File: config.mk
export PLATFORM = sky130hd
export DESIGN_NAME = logg_csr
export DESIGN_NICKNAME = d
export VERILOG_FILES = /design/src/logg_pkg.sv /design/src/logg_csr.sv
export SDC_FILE = /design/constraint.sdc
export NUM_CORES = 1
export LEC_CHECK = 0
export BUFFER_PORTS_ARGS = -buffer_cell sky130_fd_sc_hd__buf_2
export CORE_ASPECT_RATIO = 0.9
export CORE_MARGIN = 2
export CORE_UTILIZATION = 50
export DETAILED_ROUTE_END_ITERATION = 10
export PLACE_DENSITY_LB_ADDON = 0.12
export SYNTH_ARGS = -nofsm -noshare
export SYNTH_HDL_FRONTEND = slang
export SYNTH_SLANG_ARGS = --single-unit
File: constraint.sdc
create_clock -name clock -period 1.22 [get_ports clock]
set_clock_uncertainty 0.05 [all_clocks]
set_input_delay 0.061 -clock clock [delete_from_list [all_inputs] [get_ports clock]]
set_output_delay 0.061 -clock clock [all_outputs]
set_load 0.02 [all_outputs]
File: src/logg_pkg.sv
// Package: shared types, constants and helpers for the log-odds occupancy grid.
package logg_pkg;

   localparam int SIZE_X_DEF = 64;
   localparam int SIZE_Y_DEF = 64;
   localparam int SIZE_Z_DEF = 4;

   localparam int CELL_W  = 16;
   localparam int COORD_W = 6;
   localparam int CSR_IDX_W = 3;

   localparam logic signed [15:0] MISS_STEP_RST     = -16'sd415;
   localparam logic        [14:0] HIT_STEP_RST      = 15'd868;
   localparam logic signed [15:0] CLAMP_LOW_RST     = -16'sd2040;
   localparam logic signed [15:0] CLAMP_HIGH_RST    = 16'sd3560;
   localparam logic signed [15:0] OCC_THRESHOLD_RST = 16'sd0;

   localparam logic signed [15:0] CELL_MAX = 16'sh7FFF;
   localparam logic signed [15:0] CELL_MIN = 16'sh8000;

   typedef enum logic [CSR_IDX_W-1:0] {
      CSR_MISS_STEP     = 3'd0,
      CSR_HIT_STEP      = 3'd1,
      CSR_CLAMP_LOW     = 3'd2,
      CSR_CLAMP_HIGH    = 3'd3,
      CSR_OCC_THRESHOLD = 3'd4
   } csr_index_type;

   typedef enum logic [1:0] {
      REQ_FREE     = 2'd0,
      REQ_OCCUPIED = 2'd1,
      REQ_UNKNOWN  = 2'd2,
      REQ_QUERY    = 2'd3
   } req_kind_type;

   typedef enum logic [1:0] {
      CLASS_UNKNOWN  = 2'd0,
      CLASS_FREE     = 2'd1,
      CLASS_OCCUPIED = 2'd2
   } cell_class_type;

   typedef enum logic [1:0] {
      ST_CLEAR,
      ST_IDLE,
      ST_EXEC
   } state_type;

   typedef struct packed {
      logic [1:0]         req_type;
      logic [COORD_W-1:0] cell_x;
      logic [COORD_W-1:0] cell_y;
      logic [1:0]         cell_z;
   } req_word_type;

   typedef struct packed {
      logic                     class_changed;
      logic [1:0]               cell_class;
      logic signed [CELL_W-1:0] log_odds;
   } rsp_word_type;

   typedef struct packed {
      logic signed [15:0] miss_step;
      logic        [14:0] hit_step;
      logic signed [15:0] clamp_low;
      logic signed [15:0] clamp_high;
      logic signed [15:0] occ_threshold;
   } cfg_type;

   // controller -> datapath
   typedef struct packed {
      logic clr_en;
      logic load;
      logic exec;
   } dp_cmd_type;

   // datapath -> controller
   typedef struct packed {
      logic clr_last;
   } dp_status_type;

   typedef logic [63:0][COORD_W-1:0] mod_tab_type;

   // coordinate reduction table, built by counting so no divider is involved
   function automatic mod_tab_type mod_table(input int unsigned size);
      mod_tab_type        tab;
      logic [COORD_W-1:0] cnt;
      cnt = '0;
      for (int i = 0; i < 64; i++) begin
         tab[i] = cnt;
         if (int'(cnt) + 1 >= int'(size)) begin
            cnt = '0;
         end else begin
            cnt = cnt + 1'b1;
         end
      end
      return tab;
   endfunction

   function automatic logic [1:0] class_of(input logic signed [15:0] v,
                                           input logic signed [15:0] thr);
      logic [1:0] c;
      if (v < thr) begin
         c = CLASS_FREE;
      end else if (v > thr) begin
         c = CLASS_OCCUPIED;
      end else begin
         c = CLASS_UNKNOWN;
      end
      return c;
   endfunction

endpackage

File: src/logg_csr.sv
// Configuration registers: step sizes, clamp limits and class threshold.
module logg_csr (
   input  logic                               clock,
   input  logic                               reset,
   input  logic                               csr_we,
   input  logic [logg_pkg::CSR_IDX_W-1:0]     csr_index,
   input  logic [15:0]                        csr_wdata,
   output logg_pkg::cfg_type                  cfg
);

   logg_pkg::cfg_type cfg_ff;
   logg_pkg::cfg_type cfg_in;

   always_comb begin
      cfg_in = cfg_ff;
      if (csr_we) begin
         case (csr_index)
            logg_pkg::CSR_MISS_STEP:     cfg_in.miss_step     = csr_wdata;
            logg_pkg::CSR_HIT_STEP:      cfg_in.hit_step      = csr_wdata[14:0];
            logg_pkg::CSR_CLAMP_LOW:     cfg_in.clamp_low     = csr_wdata;
            logg_pkg::CSR_CLAMP_HIGH:    cfg_in.clamp_high    = csr_wdata;
            logg_pkg::CSR_OCC_THRESHOLD: cfg_in.occ_threshold = csr_wdata;
            default: ;
         endcase
      end
   end

   always_ff @(posedge clock) begin
      if (reset) begin
         cfg_ff.miss_step     <= logg_pkg::MISS_STEP_RST;
         cfg_ff.hit_step      <= logg_pkg::HIT_STEP_RST;
         cfg_ff.clamp_low     <= logg_pkg::CLAMP_LOW_RST;
         cfg_ff.clamp_high    <= logg_pkg::CLAMP_HIGH_RST;
         cfg_ff.occ_threshold <= logg_pkg::OCC_THRESHOLD_RST;
      end else begin
         cfg_ff <= cfg_in;
      end
   end

   assign cfg = cfg_ff;

endmodule

==> flow_summary.ini <==
[global_routing]
track_usage_pct = 21.58
grt_max_degree = 47
grt_antenna_before_repair = 0
grt_remaining_overflow = 0
grt_pass1_wl_microns = 11500
grt_pass1_vias = 2344

[yosys]
syn_area_per_cell_sq_um = 10.63
synth_cell_type_count = 15
ys_seq_elements = 79
yosys_warnings = 0
synthesis.area_sq_um = 3157
ys_seq_area_share_pct = 50.10
synthCells = 297
synth_nets = 319

[placement]
dp_slack_ps = -0.7899
dp.cells = 479
dp_hpwl_microns = 4987
port_buffers = 100
dpl_cell_area_sq_um = 3852
gp_congestion = 0.7577

[cts]
cts_tree = done
cts_hold_buf = 14
cts_setup_buffers = 0
numClockSinks = 79
clk_pin_slew_ps = 80
cts_root_buf = clkbuf_8
cts_buffers = 9
clock_path_buffers = 2
htree_levels = 3
clk_latency_ps = 340
cts.repair.resized = 0

[worst_setup_path]
slowest_delay_ps = 360
slowest_stage = dfxtp_1
cp_top_family = flip-flops
path_buf_inv = 1
cp.depth = 1
worst-path-max-fanout = 2
crit_required_ps = 1110
critPathCaptureType = output pin
critPathKind = register to output pin
reg2reg_slack_ps = 540
worstPathCellList = buf_2
cp.arrival_ps = 880
r2r_end = cfg[74]
cp-start-kind = register
ff2ff_path_depth = 2
r2r_start = cfg[74]

[layout]
drive_gt1_share_pct = 31.67
multi_input_comb_area_sq_um = 1491
largest_register_ffs = 79
final_cells = 507
final_area_sq_um = 4144
antenna_cells = 0
area_delta_synth_final_pct = 31.27
layout.nets = 439
fillCellCount = 517
finish.utilization_pct = 67.77
seqCellArea_sq_um = 1582

[floorplan]
fp.coreArea_sq_um = 6115
die_h_microns = 79.38
ios = 101
fp.dieW_microns = 87.76
rows = 27
die_area_sq_um = 6966
start_util_pct = 51.63

[drt]
wl_per_cell_microns = 14.11
drt_first_pass_iters = 4
vias_per_cell = 4.828
vias = 2448
drc = 0
ant_nets = 0
routed_wl_microns = 7152
drt-initial-drc-count = 80

[sta]
tightest_slew_ps = 357.6
max_slew_margin_pct = 76.03
period_minus_slack_ps = 991.0
finalCritPeriodShare_pct = 81.23
hold_viol_final = 0
rsz0062_at_grt = no
drv_slew = 0
fmax_ghz = 1.009
layout_setup_ws_ps = 229.0
setup_viol = 0

[worst_hold_path]
holdPathEnd = cfg[49]
min_path_type = input port to register
whs_path_depth = 3
min_from = csr_wdata[1]

[pwr]
p_per_area_nw_per_um2 = 1153
cellLeakagePower_uw = 0.002026
ir_drop_mv = 0.9060

[outcome]
status = completed

[flow_run]
max_cap_viol_count = 0
-- area by class of cell --
cell class / count / share of cell area (%)
Sequential cell: 79 / 38.16
Multi-Input combinational cell: 197 / 35.99
Timing Repair Buffer: 130 / 19.57
Clock buffer: 9 / 2.989
Tap cell: 87 / 2.627
Clock inverter: 5 / 0.6643
-- report_power, final --
group          switching, uW  internal [uW]
clock network            897            701
registers               28.4           2630
logic                    279            239
-- synthesized netlist by cell type (all sizes together) --
| cell | count | area share, % |
|---|---|---|
| nand2b | 67 | 13 |
| nand4bb | 3 | 1.1 |
| mux2i | 79 | 25 |
| buf | 9 | 1.7 |
| and4b | 1 | 0.32 |
| nand4b | 1 | 0.28 |
| nor2 | 42 | 5.0 |
| and4bb | 1 | 0.40 |
| nor4b | 1 | 0.75 |
| dfxtp | 79 | 50 |
| clkbuf | 12 | 1.4 |
| or4b | 1 | 0.32 |
| nor4bb | 1 | 0.32 |
-- cells in the final DEF, fill, tap and decap left out, drive strengths merged, types with 3 or more instances in the layout --
cell type,instances
clkbuf,9
dfxtp,79
buf,116
mux2i,79
clkinv,4
nand2b,67
nand4bb,3
nor2,42
dlygate4sd3,14
-- how the worst max path moves through the flow --
stage                  from      end  slack (ps)
6_report            cfg[46]  cfg[46]         230
3_3_place_gp   csr_index[0]  cfg[74]          30
2_1_floorplan  csr_index[0]  cfg[69]         190
5_1_grt             cfg[67]  cfg[67]         180
4_1_cts             cfg[67]  cfg[67]         210
3_5_place_dp   csr_index[0]  cfg[69]        -0.8
-- cells by family after synthesis --
family        synth area share, %
buf+inv                     3.131
mux                         25.05
flops                       50.10
simple gates                21.72
-- worst min-delay path, delay by kind of cell --
family        cells  cell delay, ps
buf+inv           1              80
mux               1             140
simple gates      1             130
-- through the flow --
step	hold slack, ps	setup TNS [ps]	total power [uW]
floorplan	178.2	0	3011
global placement	290.6	0	3201
detailed placement	298.3	-0.7899	3207
CTS	46.93	0	4837
global route	75.26	0	4967
finish	55.71	0	4778
-- layer usage --
metal	share of wire, %	routed length [microns]	GRT usage [%]	vias up
li1	-	-	-	1222
met1	47	3369	28.05	1149
met2	46	3283	34.55	68
met3	5.8	413	6.205	9
met4	1.2	85	6.923	0
met5	0	0	0	-
Power figures use the tool's default switching activity.
