**src/logg_pkg.sv**
```systemverilog
// Package: shared types, constants and helpers for the log-odds occupancy grid.
package logg_pkg;

   localparam int SIZE_X_DEF = 64;
   localparam int SIZE_Y_DEF = 64;
   localparam int SIZE_Z_DEF = 4;

   localparam int CELL_W  = 16;
   localparam int COORD_W = 6;
   localparam int CSR_IDX_W = 3;

   localparam logic signed [15:0] MISS_STEP_RST     = -16'sd415;
   localparam logic        [14:0] HIT_STEP_RST      = 15'd868;
   localparam logic signed [15:0] CLAMP_LOW_RST     = -16'sd2040;
   localparam logic signed [15:0] CLAMP_HIGH_RST    = 16'sd3560;
   localparam logic signed [15:0] OCC_THRESHOLD_RST = 16'sd0;

   localparam logic signed [15:0] CELL_MAX = 16'sh7FFF;
   localparam logic signed [15:0] CELL_MIN = 16'sh8000;

   typedef enum logic [CSR_IDX_W-1:0] {
      CSR_MISS_STEP     = 3'd0,
      CSR_HIT_STEP      = 3'd1,
      CSR_CLAMP_LOW     = 3'd2,
      CSR_CLAMP_HIGH    = 3'd3,
      CSR_OCC_THRESHOLD = 3'd4
   } csr_index_type;

   typedef enum logic [1:0] {
      REQ_FREE     = 2'd0,
      REQ_OCCUPIED = 2'd1,
      REQ_UNKNOWN  = 2'd2,
      REQ_QUERY    = 2'd3
   } req_kind_type;

   typedef enum logic [1:0] {
      CLASS_UNKNOWN  = 2'd0,
      CLASS_FREE     = 2'd1,
      CLASS_OCCUPIED = 2'd2
   } cell_class_type;

   typedef enum logic [1:0] {
      ST_CLEAR,
      ST_IDLE,
      ST_EXEC
   } state_type;

   typedef struct packed {
      logic [1:0]         req_type;
      logic [COORD_W-1:0] cell_x;
      logic [COORD_W-1:0] cell_y;
      logic [1:0]         cell_z;
   } req_word_type;

   typedef struct packed {
      logic                     class_changed;
      logic [1:0]               cell_class;
      logic signed [CELL_W-1:0] log_odds;
   } rsp_word_type;

   typedef struct packed {
      logic signed [15:0] miss_step;
      logic        [14:0] hit_step;
      logic signed [15:0] clamp_low;
      logic signed [15:0] clamp_high;
      logic signed [15:0] occ_threshold;
   } cfg_type;

   // controller -> datapath
   typedef struct packed {
      logic clr_en;
      logic load;
      logic exec;
   } dp_cmd_type;

   // datapath -> controller
   typedef struct packed {
      logic clr_last;
   } dp_status_type;

   typedef logic [63:0][COORD_W-1:0] mod_tab_type;

   // coordinate reduction table, built by counting so no divider is involved
   function automatic mod_tab_type mod_table(input int unsigned size);
      mod_tab_type        tab;
      logic [COORD_W-1:0] cnt;
      cnt = '0;
      for (int i = 0; i < 64; i++) begin
         tab[i] = cnt;
         if (int'(cnt) + 1 >= int'(size)) begin
            cnt = '0;
         end else begin
            cnt = cnt + 1'b1;
         end
      end
      return tab;
   endfunction

   function automatic logic [1:0] class_of(input logic signed [15:0] v,
                                           input logic signed [15:0] thr);
      logic [1:0] c;
      if (v < thr) begin
         c = CLASS_FREE;
      end else if (v > thr) begin
         c = CLASS_OCCUPIED;
      end else begin
         c = CLASS_UNKNOWN;
      end
      return c;
   endfunction

endpackage

```
**src/logg_ctrl.sv**
```systemverilog
// Controller: clearing pass after reset, then accept / execute sequencing.
module logg_ctrl (
   input  logic                     clock,
   input  logic                     reset,
   input  logic                     start,
   input  logg_pkg::dp_status_type  status,
   output logg_pkg::dp_cmd_type     cmd,
   output logic                     busy
);

   logg_pkg::state_type state_ff;
   logg_pkg::state_type state_in;

   always_comb begin
      state_in = state_ff;
      case (state_ff)
         logg_pkg::ST_CLEAR: begin
            if (status.clr_last) begin
               state_in = logg_pkg::ST_IDLE;
            end
         end
         logg_pkg::ST_IDLE: begin
            if (start) begin
               state_in = logg_pkg::ST_EXEC;
            end
         end
         logg_pkg::ST_EXEC: begin
            state_in = logg_pkg::ST_IDLE;
         end
         default: begin
            state_in = logg_pkg::ST_CLEAR;
         end
      endcase
   end

   always_comb begin
      cmd  = '0;
      busy = 1'b1;
      case (state_ff)
         logg_pkg::ST_CLEAR: begin
            cmd.clr_en = 1'b1;
         end
         logg_pkg::ST_IDLE: begin
            busy     = 1'b0;
            cmd.load = start;
         end
         logg_pkg::ST_EXEC: begin
            cmd.exec = 1'b1;
         end
         default: ;
      endcase
   end

   always_ff @(posedge clock) begin
      if (reset) begin
         state_ff <= logg_pkg::ST_CLEAR;
      end else begin
         state_ff <= state_in;
      end
   end

endmodule

```
**config.mk**
```make
export PLATFORM = sky130hd
export DESIGN_NAME = logg_ctrl
export DESIGN_NICKNAME = d
export VERILOG_FILES = /design/src/logg_pkg.sv /design/src/logg_ctrl.sv
export SDC_FILE = /design/constraint.sdc
export NUM_CORES = 1
export LEC_CHECK = 0
export BUFFER_PORTS_ARGS = -buffer_cell sky130_fd_sc_hd__buf_4
export CAP_MARGIN = 20
export CORE_AREA = 3 3 40 42
export CTS_CLUSTER_DIAMETER = 80
export DETAILED_ROUTE_END_ITERATION = 8
export DIE_AREA = 0 0 43 45
export GPL_TIMING_DRIVEN = 0
export PLACE_DENSITY_LB_ADDON = 0.2
export SYNTH_ARGS = -nofsm -noshare
export SYNTH_HDL_FRONTEND = slang
export SYNTH_SLANG_ARGS = --single-unit
```
**constraint.sdc**
```tcl
create_clock -name clock -period 1 [get_ports clock]
set_input_delay 0.05 -clock clock [delete_from_list [all_inputs] [get_ports clock]]
set_output_delay 0.05 -clock clock [all_outputs]
set_load 0.1 [all_outputs]
```
==> results of run 1 <==
cell type report:
| type | count | area, um^2 |
|---|---|---|
| sequential | 2 | 42.5 |
| clock buffer | 3 | 22.5 |
| multi-input combinational | 8 | 76.3 |
| fill | 137 | 1010 |
| timing repair buffer | 9 | 111 |
| tap | 15 | 18.8 |
where the power goes:
part,internal (mW),switching [mW]
logic,0.0694,0.119
registers,0.0874,0.00834
clock network,0.132,0.0435
total,0.289,0.171
how the worst min path moves through the flow:
stage | to | cells past startpoint | slack [ns] | from
final | state_ff[0] | 2 | 0.04 | start
after floorplan | state_ff[1] | 1 | 0.11 | reset
after global placement | state_ff[1] | 2 | 0.24 | reset
after detailed placement | state_ff[1] | 2 | 0.24 | reset
after global routing | state_ff[0] | 2 | 0.04 | start
after CTS | state_ff[0] | 2 | 0.03 | start
worst max-delay path, stage by stage, from the launching register on:
cell and delay (ns):
sky130_fd_sc_hd__dfxtp_2 0.33, sky130_fd_sc_hd__and3b_4 0.31, sky130_fd_sc_hd__buf_12 0.17
placed cells by master (no fill, tap or decap):
cell and n:
sky130_fd_sc_hd__and3b_4 1, sky130_fd_sc_hd__dlygate4sd3_1 1, sky130_fd_sc_hd__dfxtp_2 2, sky130_fd_sc_hd__clkbuf_4 3, sky130_fd_sc_hd__nor2_2 1, sky130_fd_sc_hd__nor2b_2 1
sky130_fd_sc_hd__nor2b_4 1, sky130_fd_sc_hd__buf_6 1, sky130_fd_sc_hd__buf_12 3, sky130_fd_sc_hd__o32ai_2 1, sky130_fd_sc_hd__nand2b_2 1, sky130_fd_sc_hd__or2_1 1
sky130_fd_sc_hd__nor2_1 1, sky130_fd_sc_hd__buf_4 4
timing repair:
item                       in CTS  in global routing
setup buffers                   0                  1
gates cloned                    0                  0
hold buffers                    1                  0
hold endpoints to repair        1                  0
setup endpoints to repair       3                  4
gates resized for setup         8                  2
cell families (layout without fill, tap and decap cells):
kind of cell / after synthesis / after routing / synth area share, %
AOI/OAI and AO/OA: 1 / 1 / 15.5
buffers and inverters: 0 / 12 / 0
and+or+nand+nor: 7 / 7 / 46.4
DFF: 2 / 2 / 38.1
per-stage QoR:
step	cell area (um^2)	utilization, %	TNS (ns)	hold slack [ns]
2_1_floorplan	119	-	-0.644	0.107
3_3_place_gp	190	14.8	0	0.240
3_5_place_dp	190	14.8	0	0.236
4_1_cts	255	19.9	-0.115	0.0346
5_1_grt	272	21.1	-0.163	0.0385
6_report	272	21.1	-0.0804	0.0448
routing by layer:
layer / global-route usage [%] / up-vias
li1: - / 59
met1: 3.60 / 47
met2: 3.29 / 6
met3: 4.78 / 2
met4: 7.23 / 0
met5: 0 / -
==> summary by stage, run 1 <==
Cells and area
The share of final-layout standard cells stronger than drive strength 1 is 86.4%. The repair_antennas step left the layout with diodes totalling 0. The layout-stage area growth over the synthesis result is 158%. Once layout is complete, the cells apart from fillers number 37. The largest registers in the layout are state_ff: 2 flops. The total number of nets in the final design is 28.

The register with the most flip-flops is state_ff. The register with the most flip-flops in the layout has 2 of them.

Synth
The post-synth net total is 14. The synthesized netlist contains 8 unique library cells. The biggest area contributor in the post-synthesis netlist is sky130_fd_sc_hd__dfxtp_1. The cell area after technology mapping is between 100 and 150 um^2. For this run, the leading register cell type out of synthesis is sky130_fd_sc_hd__dfxtp_1.

Synthesis produced a netlist whose cell count is 10. The synthesis-stage register bit count is 2. The commonest cells after synthesis are sky130_fd_sc_hd__dfxtp_1 (2), sky130_fd_sc_hd__nor2_1 (2). The share of the yosys chip area belonging to registers is 38.1%. By area the synthesized netlist is led by sky130_fd_sc_hd__dfxtp_1 (38%), sky130_fd_sc_hd__o32ai_2 (15%), sky130_fd_sc_hd__nor2b_4 (13%), sky130_fd_sc_hd__and3b_1 (8.3%), sky130_fd_sc_hd__nor2_1 (7.1%).

The mean instance size in the synthesized netlist is roughly 11 um^2. The synthesized design contains 0 enable-type register cells. The count of yosys warnings during synthesis is 0. Counting flops with an async set or reset pin after synthesis yields a share of 0%. The area fraction of the dominant cell type after synthesis is 38.1%.

Place
Including well taps, the total number of placed cells is 32. The HPWL after detailed placement is 220 um. The routability congestion estimate is 0.607. The pre-CTS worst setup slack is ~0.058 ns. In this run the tool buffered the top-level ports with 7 buffer cells.

GRT
The wire length of the first global-routing pass is around 440 um. The maximum number of pins on one net before global-route repair is 6. After global routing the overflow that remains totals 0. The number of antenna violations at the first check in global routing is 0. The via count of the first global-routing pass is between 100 and 150. The all-layer global routing usage is under 10%.

Timing
The final worst slack is -0.0804 ns. The number of hold violations in the final report came to 0. The achievable frequency is between 900 and 1000 MHz. Of the available clock period, the critical path in the final layout requires 108%. Setup violations remaining at the end of the flow were counted as 1. The number of max-slew violations in the final report is 0. Setup repair after global routing could not meet its margin everywhere. Headroom to the max-slew limit came out at approximately 87%.

The worst-case clock skew is a little under 0.0005 ns. The worst path in the final design needs a cycle of roughly 1.1 ns, including I/O delays and setup. At the pin with the least slew margin, the transition time is between 0.2 and 0.25 ns.

Floorplanning
The horizontal die dimension is 43 um. During I/O placement, the number of pins put on the boundary was 8. The total core area is about 1300 um^2. The die covers about 1900 um^2. The standard-cell row count is 13. The die is approximately 45 um tall. The initial utilization of the core area, before any placement, comes to 8.18%.

Setup path
Of all nets on the critical path, the largest fanout is 5. The startpoint type of the worst setup path is a flop. In this run the critical register-to-register path is launched from state_ff[1]. The critical path is of the reg2out type.

The critical path starts at state_ff[1]. In this run the critical register-to-register path is captured at state_ff[1]. In this run the register-to-register setup slack is around 0.09 ns.

The worst setup path endpoint is cmd[1]. Counting cells, the worst reg-to-reg path comes to 3. At the worst endpoint, the required time is around 0.95 ns. The nature of the critical path endpoint is an output pin. Data on the critical path arrives at its endpoint at 1.03 ns.

Detailed routing
Detailed routing placed a total of between 30 and 40 um of wire on met3. The number of vias per cell after detailed routing is a little over 3. After the first detailed-routing iteration, the DRC count stood at 3.

The count of nets left with antenna violations once routing finished came out at 0. The final layout contains routed wiring with a total length of around 280 um. Dividing the detail-routed wire length by the instance count gives 7.43 um.

The number of remaining DRC errors is 0. The number of detailed-routing iterations run before antenna repair is 2. In the final routing, the length of wire on met1 measures 124 um. The routed layout has ~110 vias. The top layer reached by signal wires is met4.

The detailed-routed wire length on met2 is between 100 and 150 um.

Pwr
For this design the ratio of total power to cell area is about 1700 nW/um^2. IR analysis of the VDD net gives a maximum drop of between 0.0004 and 0.0005 V. The overall power is between 0.4 and 0.5 mW.

The leakage power total is between 0.1 and 0.15 nW.

CTS
The maximum level of the CTS H-tree is 1. The root buffer cell is sky130_fd_sc_hd__clkbuf_4. TritonCTS built the clock tree. Clock latency on the worst-skew pair, taken at its later pin, is approximately 0.22 ns. The number of clock buffers added by TritonCTS is 3.

For this design, the sink count on the clock tree is 2. After clock tree synthesis, the clock-pin slew on the worst setup and hold paths is 0.03 ns. The number of buffers on the longest clock path is 2.

Run status
The final reports fail on negative setup slack. The flow ran to the end, but the final reports show violations.

Worst hold path
The path class of the tightest hold or removal check is in2reg.

Flow run
The tool flagged a number of max-cap violations equal to 0.
(Power assumes the default switching activity.)
==> run 2, diff against run 1 <==
--- a/config.mk
+++ b/config.mk
@@ -7,10 +7,10 @@
 export LEC_CHECK = 0
 export BUFFER_PORTS_ARGS = -buffer_cell sky130_fd_sc_hd__buf_4
 export CAP_MARGIN = 20
-export CORE_AREA = 3 3 40 42
+export CORE_AREA = 2 2 39 41
 export CTS_CLUSTER_DIAMETER = 80
 export DETAILED_ROUTE_END_ITERATION = 8
-export DIE_AREA = 0 0 43 45
+export DIE_AREA = 0 0 41 43
 export GPL_TIMING_DRIVEN = 0
 export PLACE_DENSITY_LB_ADDON = 0.2
 export SYNTH_ARGS = -nofsm -noshare
==> constraint.sdc (replaced) <==
create_clock -name clock -period 1.3 [get_ports clock]
set_input_delay 0.065 -clock clock [delete_from_list [all_inputs] [get_ports clock]]
set_output_delay 0.065 -clock clock [all_outputs]
set_load 0.1 [all_outputs]
==> run 2 against run 1 <==
The run now ends clean. Die area decreased by 8.9%. Final cell count is 2.7% lower. Clock skew increased by 0.0029 ns. Flip-flop and latch count stayed put. Via count decreased by 3.5%. Utilization down 6.0 points. Total power fell by 30%. Cell area fell by 23%. Critical path depth unchanged. Sequential power is 24% lower. Critical path type unchanged. Critical endpoint unchanged.
==> summary by stage, run 2 (synthesized netlist as in run 1, its figures left out) <==
Run status
The run finished with clean final reports.

Pwr
The ratio of total power to cell area is approximately 1500 nW/um^2. The leakage power total is ~0.09 nW. The switching share of power is between 30 and 40%. The clock network burns about two fifths of the power.

The design draws approximately 0.32 mW. The combinational share of power is around 37%. The net switching component of the power is ~0.12 mW. The worst-case IR drop observed on VDD is ~0.00028 V. Of the total power, registers draw 22.5%. Cell internal power was estimated by the tool at 0.198 mW.

Timing
The final critical path time including I/O delays and setup is 1.21 ns. Setup repair after global routing left no endpoint under its margin. At the pin with the least slew margin, the transition time is 0.285 ns. The post-route clock period utilization is 92.8%. For this run, the top clock speed supported by timing is between 800 and 900 MHz. The number of hold violations in the final report is 0. The worst pin sits at a relative slew slack of 81.1%.

Setup violations remaining at the end of the flow were counted as 0. The number of max-slew violations in the final report is 0. The final worst slack is around 0.094 ns. The summed negative setup slack over all endpoints is 0 ns. Between clock sinks in the finished design, the worst skew comes to ~0.0034 ns.

GRT
The leftover overflow at the end of global routing is 0. Across every metal layer, demand over resource in global routing totals approximately 3.8%. The wire length of the first global-routing pass is slightly above 400 um.

The number of antenna violations at the first check in global routing is 0. Entering global routing, the biggest net connects 6 pins. The via count of the first global-routing pass is 101.

Place
The routability congestion estimate is 0.485. Input and output buffers added on the ports amount to 7. Prior to clock tree synthesis, the placed netlist has a worst setup slack of 0.319 ns. The cell count after placement is 33.

Floorplanning
The floorplan step set the die height to approximately 43 um. The die outline area is between 1500 and 2000 um^2. The standard-cell row count is 14. In this run the count of I/O pins placed on the die edge is 8. The region available for standard cell placement spans 1380 um^2. In this run the horizontal extent of the chip is about 40 um. Once the floorplan was initialized, standard cells occupied around 7.6% of the core.

Cells and area
The share of final-layout standard cells stronger than drive strength 1 is approximately four fifths. For this run, the share of the core covered by cells in the final layout is 15.1%. After the flow finishes, the layout carries non-filler instances totaling 36. The flip-flop count of the largest register after layout is 2.

The net count of the finished layout is 26. The number of antenna repair diodes is 0. The largest registers in the layout are state_ff: 2 flops.

Ranked by flip-flop count, first place goes to state_ff. The most common cell after layout, fill and taps aside is sky130_fd_sc_hd__buf_4. The top cell types in the final layout, fill and taps aside, are sky130_fd_sc_hd__buf_4 (7), sky130_fd_sc_hd__clkbuf_4 (3), sky130_fd_sc_hd__dfxtp_1 (2).

The layout-stage area growth over the synthesis result is 98.8%.

Detailed routing
The sum of routed wire length over all layers is 279 um. For this run, the detailed router's first-pass iteration total came to 1. After detailed routing, the number of remaining DRC violations is 0. The antenna violation net count after detailed routing is 0.

The final route contains 110 vias. The number of vias per cell after detailed routing is 3.06. Dividing the detail-routed wire length by the instance count gives 7.75 um.

After the first detailed-routing iteration, the DRC count stood at 0.

CTS
TritonCTS built the clock tree. The clock slew seen by the registers of the worst setup and hold paths is about 0.030 ns. The clock sink count is 2.

In this run, CTS created clock tree buffers numbering 3. The cell sitting at the root of the clock tree is a sky130_fd_sc_hd__clkbuf_4. In this run the number of H-tree levels came out at 1.

In this run, post-CTS hold repair placed 0 buffers. Post-CTS timing repair inserted 0 buffers for setup. The clock latency on the worst-skew pair is 0.22 ns.

The longest clock path from root to sink contains 2 buffers. The post-cts gate resize count is 0.

Setup path
The critical path is of the reg2out type. The setup check on the worst reg-to-reg path leaves a slack of about 0.48 ns. At the worst endpoint, the arrival time is ~1.1 ns. The critical path required time is 1.24 ns. The nature of the critical path endpoint is an output pin. The worst setup path is launched from a flop. The largest fanout of any net on the critical path is 5.

Flow run
The number of max-cap violations is 0.

Worst hold path
The classification of the worst-slack hold path is in2reg.
==> run 2: cell types whose count changed in the layout (fill, tap and decap cells not counted), sizes merged <==
cell         previous run  this run
dlygate4sd3             1         0
buf                     8         7
==> run 2: worst paths after layout <==
kind,start,end,depth (start not counted)
worst max-delay path,state_ff[0],cmd[1],2
worst min-delay path,reset,state_ff[1],2
worst max register to register,state_ff[1],state_ff[1],2
worst min register to register,state_ff[0],state_ff[0],2
==> run 2: cell type report <==
type,instances,area (um^2)
Multi-Input combinational cell,8,73.8
Clock buffer,3,22.5
Timing Repair Buffer,7,52.6
Fill cell,169,1170
Tap cell,16,20.0
Sequential cell,2,40.0
==> run 2: power groups by stage <==
stage	Clock, mW	Combinational (mW)	Sequential [mW]
after floorplan	0	0.0914	0.0720
after global placement	0	0.117	0.0733
after detailed placement	0	0.118	0.0733
after CTS	0.139	0.119	0.0725
after global routing	0.148	0.122	0.0736
final	0.132	0.118	0.0726
==> run 2: per-stage QoR <==
step,hold WS [ns],instance area [um^2]
floorplan,0.129,114
global placement,0.260,186
detailed placement,0.265,186
CTS,0.0310,209
global route,0.0270,209
finish,0.0374,209
==> run 2: worst max-delay path, stage by stage, from the launching register on <==
cell and delay, ns:
sky130_fd_sc_hd__dfxtp_1 0.42, sky130_fd_sc_hd__and3b_2 0.22, sky130_fd_sc_hd__buf_4 0.28
==> run 2: metal layers <==
| layer | GRT usage [%] | part of all wire [%] | up-vias |
|---|---|---|---|
| li1 | - | - | 54 |
| met4 | 4.00 | 0 | 0 |
| met5 | 0 | 0 | - |
| met3 | 2.09 | 21 | 0 |
| met1 | 2.55 | 28 | 49 |
| met2 | 6.25 | 51 | 7 |
